### src/rtl/lpc_bus_cycle_decoder_macros.svh
// assertion macros shared by the lpc bus cycle decoder rtl
// expects i_clk and i_rst_n in the scope of the module that uses them
`ifndef LPC_BUS_CYCLE_DECODER_MACROS_SVH
`define LPC_BUS_CYCLE_DECODER_MACROS_SVH

`ifndef SYNTHESIS
// property that must hold at every clock edge out of reset
`define LPCD_ASSERT(lbl, cond) \
    lbl: assert property (@(posedge i_clk) disable iff (!i_rst_n) (cond)) \
        else $error("lpcd assertion failed");
// when ante holds, cons must hold at the next clock edge
`define LPCD_ASSERT_NEXT(lbl, ante, cons) \
    lbl: assert property (@(posedge i_clk) disable iff (!i_rst_n) (ante) |=> (cons)) \
        else $error("lpcd assertion failed");
`else
`define LPCD_ASSERT(lbl, cond)
`define LPCD_ASSERT_NEXT(lbl, ante, cons)
`endif

`endif

### src/rtl/lpcd_pkg.sv
// shared types and codes for the lpc bus cycle decoder
// no dependencies
package lpcd_pkg;

    localparam int CFG_IDX_W = 3;

    typedef struct packed {
        logic [63:0] seq_no;
        logic [7:0]  sample_bits;
    } t_in_item;

    typedef struct packed {
        logic [63:0] start_seq;
        logic [1:0]  cycle_type;
        logic        is_write;
        logic [31:0] address;
        logic [7:0]  data_byte;
        logic [1:0]  status;
    } t_out_item;

    // probe positions of the bus signals
    typedef struct packed {
        logic [2:0] clock_bit;
        logic [2:0] frame_bit;
        logic [2:0] lad0_bit;
        logic [2:0] lad1_bit;
        logic [2:0] lad2_bit;
        logic [2:0] lad3_bit;
    } t_cfg;

    // bus signals picked out of one sample
    typedef struct packed {
        logic       clk;
        logic       frame;
        logic [3:0] lad;
    } t_probe;

    typedef enum logic [CFG_IDX_W-1:0] {
        CFG_CLOCK_BIT = 3'd0,
        CFG_FRAME_BIT = 3'd1,
        CFG_LAD0_BIT  = 3'd2,
        CFG_LAD1_BIT  = 3'd3,
        CFG_LAD2_BIT  = 3'd4,
        CFG_LAD3_BIT  = 3'd5
    } t_cfg_idx;

    localparam t_cfg CFG_RESET = '{
        clock_bit: 3'd0, frame_bit: 3'd1,
        lad0_bit:  3'd5, lad1_bit:  3'd4,
        lad2_bit:  3'd3, lad3_bit:  3'd2
    };

    localparam logic [1:0] TYPE_IO  = 2'd0;
    localparam logic [1:0] TYPE_MEM = 2'd1;

    localparam logic [1:0] ST_DONE  = 2'd0;
    localparam logic [1:0] ST_ABORT = 2'd1;
    localparam logic [1:0] ST_UNSUP = 2'd2;

    localparam logic [3:0] START_TARGET = 4'h0;
    localparam logic [3:0] START_ABORT  = 4'hf;
    localparam logic [3:0] SYNC_READY   = 4'h0;

    localparam logic [3:0] ADDR_NIB_IO  = 4'd4;
    localparam logic [3:0] ADDR_NIB_MEM = 4'd8;
    localparam logic [1:0] TAR_CLOCKS   = 2'd2;
    localparam logic [1:0] DATA_NIBBLES = 2'd2;

endpackage

### src/rtl/lpcd_probe_sel.sv
// picks bus clock, frame and lad lines out of one logic analyzer sample
// depends on lpcd_pkg
module lpcd_probe_sel
    import lpcd_pkg::*;
(
    input  t_cfg       i_cfg,
    input  logic [7:0] i_sample,
    output t_probe     o_probe
);

    always_comb begin
        o_probe.clk    = i_sample[i_cfg.clock_bit];
        o_probe.frame  = i_sample[i_cfg.frame_bit];
        o_probe.lad[0] = i_sample[i_cfg.lad0_bit];
        o_probe.lad[1] = i_sample[i_cfg.lad1_bit];
        o_probe.lad[2] = i_sample[i_cfg.lad2_bit];
        o_probe.lad[3] = i_sample[i_cfg.lad3_bit];
    end

endmodule

### src/rtl/lpc_bus_cycle_decoder.sv
// lpc bus cycle decoder top level: sample channel, record channel, config port
// depends on lpcd_pkg, lpcd_probe_sel and lpc_bus_cycle_decoder_macros.svh
//
// usage
// - input channel (i_in_valid / o_in_ready / i_in) takes one logic analyzer
//   sample per item: sequence number and eight probe bits
// - output channel (o_out_valid / i_out_ready / o_out) gives one record per
//   finished, aborted or unsupported bus cycle; most samples give none
// - config port: i_cfg_we with i_cfg_idx and i_cfg_data sets the probe
//   position of clock, frame and lad0..lad3; write only while idle
// - records: a record is in the output register in the cycle after the sample
//   that closes the cycle is taken
// - throughput: one sample per clock while o_in_ready is high; the decoder
//   state and the output register both update in the cycle a sample is taken
// - stall: a record waits in the output register; o_in_ready stays high
//   while that register is empty or being emptied, so samples keep flowing
//   unless a record is stuck behind a stalled receiver
// - reset: probe positions return to their defaults, decoder goes idle
//   with clock seen low, output register empties
module lpc_bus_cycle_decoder
    import lpcd_pkg::*;
(
    input  logic                 i_clk,
    input  logic                 i_rst_n,
    input  logic                 i_in_valid,
    output logic                 o_in_ready,
    input  t_in_item             i_in,
    output logic                 o_out_valid,
    input  logic                 i_out_ready,
    output t_out_item            o_out,
    input  logic                 i_cfg_we,
    input  logic [CFG_IDX_W-1:0] i_cfg_idx,
    input  logic [2:0]           i_cfg_data
);

`include "lpc_bus_cycle_decoder_macros.svh"

    typedef enum logic [2:0] {
        PH_IDLE  = 3'd0,
        PH_START = 3'd1,
        PH_ADDR  = 3'd2,
        PH_DATA  = 3'd3,
        PH_TAR   = 3'd4,
        PH_SYNC  = 3'd5
    } t_phase;

    t_cfg        r_cfg;
    t_phase      r_phase, n_phase;
    t_phase      r_prior, n_prior;
    logic        r_clock_prev;
    logic [3:0]  r_start_nib, n_start_nib;
    logic [1:0]  r_kind, n_kind;
    logic        r_write, n_write;
    logic [3:0]  r_addr_left, n_addr_left;
    logic [31:0] r_addr, n_addr;
    logic [7:0]  r_data, n_data;
    logic [1:0]  r_data_idx, n_data_idx;
    logic [1:0]  r_tar_left, n_tar_left;
    logic [63:0] r_cycle_seq, n_cycle_seq;
    logic        r_out_valid;
    t_out_item   r_out;
    t_out_item   n_out;
    logic        n_emit;

    t_probe      w_probe;
    logic        w_acc;
    logic        w_fall;

    lpcd_probe_sel u_probe_sel (
        .i_cfg    (r_cfg),
        .i_sample (i_in.sample_bits),
        .o_probe  (w_probe)
    );

    // output register frees up in the same cycle it is taken
    assign o_in_ready  = !r_out_valid || i_out_ready;
    assign o_out_valid = r_out_valid;
    assign o_out       = r_out;
    assign w_acc       = i_in_valid && o_in_ready;
    assign w_fall      = r_clock_prev && !w_probe.clk;

    // decoder step for one sample on a falling bus clock
    always_comb begin
        n_phase     = r_phase;
        n_prior     = r_prior;
        n_start_nib = r_start_nib;
        n_kind      = r_kind;
        n_write     = r_write;
        n_addr_left = r_addr_left;
        n_addr      = r_addr;
        n_data      = r_data;
        n_data_idx  = r_data_idx;
        n_tar_left  = r_tar_left;
        n_cycle_seq = r_cycle_seq;
        n_emit      = 1'b0;
        // record built from the state before this sample
        n_out.start_seq  = r_cycle_seq;
        n_out.cycle_type = r_kind;
        n_out.is_write   = r_write;
        n_out.address    = r_addr;
        n_out.data_byte  = r_data;
        n_out.status     = ST_DONE;

        if (w_fall) begin
            if (!w_probe.frame) begin
                // new frame: report an interrupted cycle, then restart
                if (r_phase == PH_ADDR || r_phase == PH_DATA ||
                    r_phase == PH_TAR || r_phase == PH_SYNC) begin
                    n_emit       = 1'b1;
                    n_out.status = ST_ABORT;
                end
                n_start_nib = w_probe.lad;
                n_cycle_seq = i_in.seq_no;
                n_addr      = '0;
                n_data      = '0;
                n_data_idx  = '0;
                n_prior     = PH_IDLE;
                n_phase     = PH_START;
            end else begin
                case (r_phase)
                    PH_START: begin
                        if (r_start_nib == START_TARGET) begin
                            n_kind  = w_probe.lad[3:2];
                            n_write = w_probe.lad[1];
                            n_addr  = '0;
                            n_prior = PH_START;
                            n_phase = PH_ADDR;
                            if (w_probe.lad[3:2] == TYPE_IO) begin
                                n_addr_left = ADDR_NIB_IO;
                            end else if (w_probe.lad[3:2] == TYPE_MEM) begin
                                n_addr_left = ADDR_NIB_MEM;
                            end else begin
                                // dma or reserved: report with cleared fields
                                n_phase          = PH_IDLE;
                                n_prior          = PH_IDLE;
                                n_data           = '0;
                                n_data_idx       = '0;
                                n_emit           = 1'b1;
                                n_out.cycle_type = w_probe.lad[3:2];
                                n_out.is_write   = w_probe.lad[1];
                                n_out.address    = '0;
                                n_out.data_byte  = '0;
                                n_out.status     = ST_UNSUP;
                            end
                        end else if (r_start_nib == START_ABORT) begin
                            n_phase    = PH_IDLE;
                            n_prior    = PH_IDLE;
                            n_addr     = '0;
                            n_data     = '0;
                            n_data_idx = '0;
                        end
                    end
                    PH_ADDR: begin
                        // most significant nibble first
                        n_addr_left = r_addr_left - 4'd1;
                        n_addr = r_addr | ({28'd0, w_probe.lad} << {n_addr_left[2:0], 2'b00});
                        if (n_addr_left == 4'd0) begin
                            n_prior = PH_ADDR;
                            if (r_write) begin
                                n_phase = PH_DATA;
                            end else begin
                                n_phase    = PH_TAR;
                                n_tar_left = TAR_CLOCKS;
                            end
                        end
                    end
                    PH_DATA: begin
                        // low nibble first
                        n_data     = r_data | ({4'd0, w_probe.lad} << {r_data_idx[0], 2'b00});
                        n_data_idx = r_data_idx + 2'd1;
                        if (n_data_idx == DATA_NIBBLES) begin
                            n_prior    = PH_DATA;
                            n_phase    = PH_TAR;
                            n_tar_left = TAR_CLOCKS;
                        end
                    end
                    PH_TAR: begin
                        n_tar_left = r_tar_left - 2'd1;
                        if (n_tar_left == 2'd0) begin
                            // first turnaround leads to sync, second ends the cycle
                            if (r_prior == (r_write ? PH_DATA : PH_ADDR)) begin
                                n_prior = PH_TAR;
                                n_phase = PH_SYNC;
                            end else begin
                                n_emit     = 1'b1;
                                n_phase    = PH_IDLE;
                                n_prior    = PH_IDLE;
                                n_addr     = '0;
                                n_data     = '0;
                                n_data_idx = '0;
                            end
                        end
                    end
                    PH_SYNC: begin
                        // waits for a ready sync code with no timeout
                        if (w_probe.lad == SYNC_READY) begin
                            n_prior = PH_SYNC;
                            if (r_write) begin
                                n_phase    = PH_TAR;
                                n_tar_left = TAR_CLOCKS;
                            end else begin
                                n_phase = PH_DATA;
                            end
                        end
                    end
                    default: begin
                    end
                endcase
            end
        end
    end

    // probe position registers
    always_ff @(posedge i_clk) begin
        if (!i_rst_n) begin
            r_cfg <= CFG_RESET;
        end else if (i_cfg_we) begin
            case (i_cfg_idx)
                CFG_CLOCK_BIT: r_cfg.clock_bit <= i_cfg_data;
                CFG_FRAME_BIT: r_cfg.frame_bit <= i_cfg_data;
                CFG_LAD0_BIT:  r_cfg.lad0_bit  <= i_cfg_data;
                CFG_LAD1_BIT:  r_cfg.lad1_bit  <= i_cfg_data;
                CFG_LAD2_BIT:  r_cfg.lad2_bit  <= i_cfg_data;
                CFG_LAD3_BIT:  r_cfg.lad3_bit  <= i_cfg_data;
                default: begin
                end
            endcase
        end
    end

    // decoder state and output register
    always_ff @(posedge i_clk) begin
        if (!i_rst_n) begin
            r_phase      <= PH_IDLE;
            r_prior      <= PH_IDLE;
            r_clock_prev <= 1'b0;
            r_start_nib  <= '0;
            r_kind       <= '0;
            r_write      <= 1'b0;
            r_addr_left  <= '0;
            r_addr       <= '0;
            r_data       <= '0;
            r_data_idx   <= '0;
            r_tar_left   <= '0;
            r_cycle_seq  <= '0;
            r_out_valid  <= 1'b0;
        end else begin
            if (w_acc) begin
                r_clock_prev <= w_probe.clk;
                r_phase      <= n_phase;
                r_prior      <= n_prior;
                r_start_nib  <= n_start_nib;
                r_kind       <= n_kind;
                r_write      <= n_write;
                r_addr_left  <= n_addr_left;
                r_addr       <= n_addr;
                r_data       <= n_data;
                r_data_idx   <= n_data_idx;
                r_tar_left   <= n_tar_left;
                r_cycle_seq  <= n_cycle_seq;
            end
            if (w_acc && n_emit) begin
                r_out_valid <= 1'b1;
            end else if (i_out_ready) begin
                r_out_valid <= 1'b0;
            end
        end
    end

    always_ff @(posedge i_clk) begin
        if (w_acc && n_emit) begin
            r_out <= n_out;
        end
    end

    // no status code beyond unsupported is ever reported
    `LPCD_ASSERT(a_status_code, !o_out_valid || o_out.status <= ST_UNSUP)
    // unsupported records carry a dma or reserved type and cleared fields
    `LPCD_ASSERT(a_unsup_fields, !o_out_valid || o_out.status != ST_UNSUP ||
        (o_out.cycle_type[1] && o_out.address == 32'd0 && o_out.data_byte == 8'd0))
    // a completed io cycle only has a 16 bit address
    `LPCD_ASSERT(a_io_addr, !o_out_valid || o_out.status != ST_DONE ||
        o_out.cycle_type != TYPE_IO || o_out.address[31:16] == 16'd0)
    // address phase only runs for io or memory cycles with a sane count
    `LPCD_ASSERT(a_addr_kind, r_phase != PH_ADDR || (!r_kind[1] && r_addr_left <= ADDR_NIB_MEM))
    // samples that are not a falling bus clock never move the phase
    `LPCD_ASSERT_NEXT(a_no_edge_hold, w_acc && !w_fall, $stable(r_phase) && $stable(r_addr))

endmodule

### config.mk
export PLATFORM = sky130hd
export DESIGN_NAME = lpc_bus_cycle_decoder
export DESIGN_NICKNAME = d
export VERILOG_FILES = /design/src/rtl/lpcd_pkg.sv /design/src/rtl/lpcd_probe_sel.sv /design/src/rtl/lpc_bus_cycle_decoder.sv
export VERILOG_INCLUDE_DIRS = /design/src /design/src/rtl
export SDC_FILE = /design/constraint.sdc
export NUM_CORES = 1
export LEC_CHECK = 0
export BUFFER_PORTS_ARGS = -buffer_cell sky130_fd_sc_hd__buf_4
export CORE_ASPECT_RATIO = 0.5
export CORE_UTILIZATION = 48
export CTS_CLUSTER_SIZE = 28
export DETAILED_ROUTE_END_ITERATION = 16
export GPL_ROUTABILITY_DRIVEN = 0
export PLACE_DENSITY = 0.71
export SYNTH_ARGS = -nofsm -noshare
export SYNTH_HDL_FRONTEND = slang
export SYNTH_SLANG_ARGS = --single-unit
### constraint.sdc
create_clock -name i_clk -period 13.15 [get_ports i_clk]
set_clock_uncertainty 0.05 [all_clocks]
set_input_delay 0.6575 -clock i_clk [delete_from_list [all_inputs] [get_ports i_clk]]
set_output_delay 0.6575 -clock i_clk [all_outputs]
set_load 0.02 [all_outputs]
==> impl_metrics.csv, run 1 <==
group,metric,value,unit
layout,drive_gt1_share,26.1,%
layout,diodes,0,
clocking,ctsResizeCount,0,
timing,fin_tns_setup,0,ns
synth,syn_inst,860,
synth,synth-seq-cells,254,
global_route,grt_use_total,20.0,%
power_and_ir_drop,total_power,1570,uW
layout,instances_no_fill,1320,
timing,worst_slew_pin_slew,1.22,ns
timing,fmax,0.245,GHz
floorplanning,core_area,19600,sq um
floorplanning,die_w,203,um
synth,synth-main-ff-cell,"dfxtp_1",
critical_path,crit_fanout,57,
drt,firstDrtPassIters,5,
run,drv_cap,0,
global_route,grt.overflow.total,0,
critical_path,start_kind,"flip-flop",
floorplanning,die-area,20900,sq um
worst_hold_path,hp-class,"primary input to flip-flop",
power_and_ir_drop,irDropWorstVdd,75.8,uV
layout,fillCellCount,1600,
synth,synthesis.area,9720,sq um
global_route,antenna_found_initial,0,
drt,vias,6999,
critical_path,critPathKind,"flip-flop to flip-flop",
critical_path,critical_path_arrival,4.16,ns
floorplanning,ios,194,
status,outcome,"finished, final reports clean",
critical_path,cp_cell_sequence,"mux4_2 -> mux2i_2 -> nand2_1 -> a311oi_4 -> buf_4 -> buf_4",
floorplanning,die_h,103,um
synth,synth_area_per_cell,11.3,sq um
place,dp_cells,1280,
global_route,grt_pass1_wl,33.4,mm
clocking,cts_buffers,22,
clocking,cts_hold_buf,0,
place,dpl_worst_slack,8.70,ns
clocking,clk_latency,0.51,ns
critical_path,cpPeakStageDelay,0.68,ns
critical_path,crit_required,13.23,ns
layout,seqCellArea,6180,sq um
timing,finalCriticalPeriod,4.08,ns
layout,nets,1125,
floorplanning,initial_core_util,49.5,%
clocking,cts_root_buf,"clkbuf_16",
timing,setup_viol,0,
layout,multi_input_area,3320,sq um
drt,wl_per_cell,16.3,um
timing,maxSlewViolCount,0,
power_and_ir_drop,powerDensity,130,nW/um^2
timing,period_share,31.0,%
layout,syn_to_final_growth,24.6,%
timing,relSlewSlack,18.5,%
synth,synthArstFlopShare,0,%
clocking,cts_tree,"built",
drt,drtIter0Drc,513,
critical_path,crit_path_end_kind,"flip-flop",
critical_path,crit_top_cell,"buf_4",
timing,final_hold_viol_count,0,
synth,yosys_warnings,0,
drt,drc,0,
clocking,cts_htree_levels,1,
global_route,grt_max_degree,91,
drt,vias_per_cell,5.30,
place,port-buffer-count,193,
synth,synth_edf_count,109,
synth,synthesis.nets,947,
clocking,cts_buffer_depth,3,
clocking,cts.reportedPaths.clkPinSlew,0.07,ns
critical_path,slowest_stage,"buf_4",
global_route,grt_pass1_vias,6489,
clocking,clock_sinks,254,
timing,worst_slack,9.07,ns
floorplanning,rows,36,
synth,yosysUniqueCellTypes,58,
power_and_ir_drop,p_leak,0.00439,uW
drt,routed_wl,21.5,mm
drt,ant_nets,0,
synth,ys_seq_area_share,63.5,%
clocking,post_cts_buffers,0,
timing,rsz0062_at_grt,"false",
place,dp_hpwl,14.6,mm
## metal layers
| layer | wire [um] | vias to the layer above | GRT usage (%) |
|---|---|---|---|
| met1 | 9250 | 3337 | 26.1 |
| met3 | 1350 | 39 | 3.41 |
| met2 | 10600 | 248 | 35.5 |
| li1 | - | 3375 | - |
| met4 | 383 | 0 | 4.28 |
| met5 | 0 | - | 0 |
## cells in the mapped netlist (all sizes together) (9+ instances only)
cell	count	area (sq um)
mux2i	28	295
clkbuf	20	75.1
nand2	161	604
mux4	12	270
edfxtp	109	3270
nor3	10	50.1
nor2b	43	269
inv	9	33.8
nor2	88	338
buf	25	135
dfxtp	145	2900
a21oi	116	581
a211oi	9	85.1
## cells in the final DEF, fill, tap and decap left out, drive strengths merged, types with 10 or more instances in the layout
cell type | Yosys | routed
dfxtp | 145 | 145
inv | 9 | 11
nand2 | 161 | 161
nor2 | 88 | 88
a21oi | 116 | 116
edfxtp | 109 | 109
mux4 | 12 | 12
mux2i | 28 | 28
nor3 | 10 | 10
nor2b | 43 | 43
buf | 25 | 199
clkbuf | 20 | 28
## sequential cells by signal, summed over array words and instances (netlist names)
register and cells:
r_cfg 18, o_out 109, r_addr_left 4, r_data_idx 2, r_kind 2, r_write 1
r_cycle_seq 64, o_out_valid 1, r_start_nib 4, r_addr 32, r_clock_prev 1, r_prior 3
r_phase 3, r_data 8, r_tar_left 2
## power by group
group          internal [uW]  switching [uW]
sequential               823            4.02
combinational           32.4            40.3
clock                    387             285
## path summary, 6_finish.rpt
| check | slack, ns | endpoint | startpoint | cells past startpoint |
|---|---|---|---|---|
| worst max-delay path | 9.07 | o_out[72] | r_cfg[15] | 6 |
| worst min-delay path | 0.34 | r_cycle_seq[12] | i_in[20] | 3 |
| worst max register to register | 9.07 | o_out[72] | r_cfg[15] | 6 |
| worst min register to register | 0.37 | o_out[99] | r_cycle_seq[54] | 0 |
## cells by family after synthesis
family / Yosys count / synth area share (%)
AND/OR/NAND/NOR: 333 / 15.3
flip-flops: 254 / 63.5
AO/OA/AOI/OAI: 167 / 11.4
buffers and inverters: 54 / 2.51
multiplexers: 45 / 6.40
adder cells (fa/ha/maj): 4 / 0.515
XOR/XNOR: 3 / 0.270
## layout make-up
| cell class | instances | share of cell area (%) |
|---|---|---|
| inverter | 9 | 0.279 |
| sequential | 254 | 51.0 |
| clock inverter | 12 | 1.26 |
| clock buffer | 28 | 4.98 |
| multi-input combinational | 552 | 27.4 |
| timing repair buffer | 199 | 12.3 |
| tap | 266 | 2.75 |
## through the flow
step | util, % | hold WS (ns) | cell area (sq um)
2_1_floorplan | - | 0.358 | 9720
6_report | 61.7 | 0.340 | 12100
3_5_place_dp | 57.8 | 0.364 | 11400
3_3_place_gp | 57.8 | 0.360 | 11400
5_1_grt | 61.7 | 0.323 | 12100
4_1_cts | 61.7 | 0.325 | 12100
## worst max-delay path: cells and delay by family, from the launching register on
kind,cells,cell delay (ns)
AOI/OAI and AO/OA,1,0.45
buffers and inverters,2,1.33
DFF,1,0.40
muxes,2,0.81
and+or+nand+nor,1,0.56
(Power assumes the default switching activity.)
==> inputs of run 2 (changes only) <==
--- a/config.mk
+++ b/config.mk
@@ -6,6 +6,7 @@
 export SDC_FILE = /design/constraint.sdc
 export NUM_CORES = 1
 export LEC_CHECK = 0
+export ABC_AREA = 1
 export BUFFER_PORTS_ARGS = -buffer_cell sky130_fd_sc_hd__buf_4
 export CORE_ASPECT_RATIO = 0.5
 export CORE_UTILIZATION = 48
==> constraint.sdc (replaced) <==
create_clock -name i_clk -period 4 [get_ports i_clk]
set_clock_uncertainty 0.05 [all_clocks]
set_input_delay 0.2 -clock i_clk [delete_from_list [all_inputs] [get_ports i_clk]]
set_output_delay 0.2 -clock i_clk [all_outputs]
set_load 0.02 [all_outputs]
==> run 2 against run 1 <==
Sequential share of layout area shrank 2.9 points; flip-flop and latch count unchanged; largest cell class unchanged; final area up 6.1%; total power increased to 3.5 times the previous value; area after synthesis grew 0.18%; die area grew 0.18%; first-iteration DRC count is 21% lower; combinational power increased to 5.4 times the previous value; critical endpoint is now o_out[22]; global-route usage is 2.0 points higher; non-clock buffer count is 67 higher; worst setup slack worse by 7.9 ns.
==> impl_metrics.csv, run 2 <==
group,metric,value,unit
timing,setup_viol,0,
clocking,cts_hold_buf,68,
power_and_ir_drop,total_power,5470,uW
layout,largest-register,"o_out",
global_route,grt_pass1_vias,7462,
layout,reg.largest.list,"o_out x109, r_cycle_seq x64, r_addr x32",
run,drv_cap,0,
synth,yosysTopAreaCell,"edfxtp_1",
layout,drive_gt1_share,20.5,%
floorplanning,rows,36,
layout,largest_reg_flops,109,
floorplanning,core_area,19700,sq um
critical_path,start_kind,"flip-flop",
drt,firstDrtPassIters,5,
critical_path,critPathKind,"flip-flop to flip-flop",
critical_path,cp-startpoint,"r_cfg[12]",
synth,yosysTopAreaCellShare,33.6,%
drt,wl_per_cell,14.9,um
global_route,grt_max_degree,103,
synth,synthArstFlopShare,0,%
place,port-buffer-count,193,
floorplanning,ios,194,
drt,vias_per_cell,4.93,
worst_hold_path,min_from,"i_in_valid",
timing,whs,0.0394,ns
synth,synthesis.nets,1127,
clocking,cts_htree_levels,1,
critical_path,r2r_setup_slack,1.16,ns
critical_path,critical_path_arrival,2.98,ns
critical_path,crit_fanout,42,
place,dp_hpwl,14.9,mm
global_route,grt_pass1_wl,36.8,mm
layout,finalInstanceArea,12800,sq um
layout,fillCellCount,1561,
timing,finalCriticalPeriod,2.84,ns
timing,final_hold_viol_count,0,
floorplanning,die_h,103,um
clocking,clk_latency,0.52,ns
clocking,clock_sinks,254,
critical_path,crit_required,4.13,ns
power_and_ir_drop,irDropWorstVdd,249,uV
place,place_area,11400,sq um
power_and_ir_drop,p_leak,0.00523,uW
timing,rsz0062_at_grt,"false",
drt,drtIter0Drc,405,
clocking,cts_buffers,23,
drt,drc,0,
synth,syn_inst,1040,
floorplanning,die_w,203,um
synth,yosys-top-cells-count,"nor2_1 (212), nand2_1 (154), dfxtp_1 (145), edfxtp_1 (109), inv_1 (104)",
timing,relSlewSlack,22.8,%
clocking,ctsResizeCount,0,
synth,synth-main-ff-cell,"dfxtp_1",
layout,diodes,0,
synth,synthTopCellsByArea,"edfxtp_1 (34%), dfxtp_1 (30%), nor2_1 (8.2%)",
drt,vias,7755,
timing,fmax,0.352,GHz
synth,yosysUniqueCellTypes,36,
synth,post-synth-top-count-cell,"nor2_1",
timing,period_share,71.0,%
clocking,cts.reportedPaths.clkPinSlew,0.07,ns
synth,ys_seq_area_share,63.4,%
drt,routed_wl,23.4,mm
layout,layout_common_cells,"nor2_1 (212), buf_4 (197), nand2_1 (154)",
synth,yosys_warnings,0,
synth,synthesis.area,9740,sq um
floorplanning,die-area,20900,sq um
synth,synth_area_per_cell,9.36,sq um
clocking,cts_tree,"built",
timing,worst_slew_pin_slew,1.16,ns
status,outcome,"finished, final reports clean",
floorplanning,initial_core_util,49.5,%
power_and_ir_drop,powerDensity,426,nW/um^2
critical_path,crit_path_end_kind,"flip-flop",
critical_path,reg2reg_depth,9,
global_route,antenna_found_initial,0,
layout,layout_commonest_cell,"nor2_1",
worst_hold_path,whs_path_depth,4,
timing,maxSlewViolCount,0,
global_route,grt_use_total,22.0,%
synth,synth-seq-cells,254,
clocking,cts_buffer_depth,3,
critical_path,r2r-start,"r_cfg[12]",
clocking,post_cts_buffers,0,
drt,ant_nets,0,
layout,nets,1378,
synth,synth_edf_count,109,
layout,syn_to_final_growth,31.9,%
clocking,cts_root_buf,"clkbuf_16",
global_route,grt.overflow.total,0,
worst_hold_path,hp-class,"primary input to flip-flop",
timing,fin_tns_setup,0,ns
[run 2: cell types whose count changed after synthesis, sizes merged, moves of 8 or more]
cell	previous run	this run
nand2b	8	0
o211ai	0	10
nor3	10	23
a21oi	116	75
inv	9	108
nor2b	43	0
nand3	5	37
mux2i	28	0
o21ai	5	102
a211oi	9	0
a311oi	8	0
nor2	88	217
mux4	12	0
[run 2: power breakdown]
group / switching [uW] / internal [uW]
combinational: 223 / 172
sequential: 26.7 / 2740
clock: 976 / 1330
[run 2: worst max-delay path: stages (launching register included)]
cell and delay [ns]:
dfxtp_1 0.52, nand2_1 0.12, o211ai_2 0.07, nand2_1 0.14
nand2_2 0.09, nand2_2 0.19, o311ai_0 0.18, nand3_1 0.20
inv_4 0.46, buf_4 0.44
[run 2: kinds of logic (layout without fill, tap and decap cells)]
kind of cell	after synthesis	in the layout	share of synthesized area [%]
flops	254	254	63.4
compound gates	188	188	10.5
xor+xnor	3	3	0.347
buf+inv	148	416	6.32
fa+ha+maj	4	4	0.514
simple gates	443	443	18.9
[run 2: cell type report]
class                      instances  area [sq um]  share of cell area, %
clock buffer                      29           628                   4.89
clock inverter                    13           168                   1.31
inverter                         108           408                   3.18
multi-input combinational        638          2950                   23.0
sequential                       254          6180                   48.1
tap                              266           333                   2.59
timing repair buffer             266          2180                   17.0
[run 2: final timing paths]
kind,endpoint
worst min register to register,o_out[105]
worst max-delay path,o_out[22]
worst max register to register,o_out[22]
worst min-delay path,r_clock_prev
[run 2: per-layer routing]
| layer | GRT usage (%) | vias up | share of wire (%) |
|---|---|---|---|
| met5 | 0 | - | 0 |
| met4 | 5.55 | 0 | 1.8 |
| met3 | 3.19 | 30 | 5.1 |
| met2 | 39.2 | 228 | 48 |
| met1 | 28.6 | 3599 | 45 |
| li1 | - | 3898 | - |
[run 2: through the flow]
stage,setup slack (ns),utilization (%),std cells
detailed placement,1.15,57.7,1464
global placement,1.29,57.7,1464
finish,1.16,65.2,1574
global route,0.877,65.2,1574
floorplan,0.118,-,1040
CTS,1.13,65.2,1574
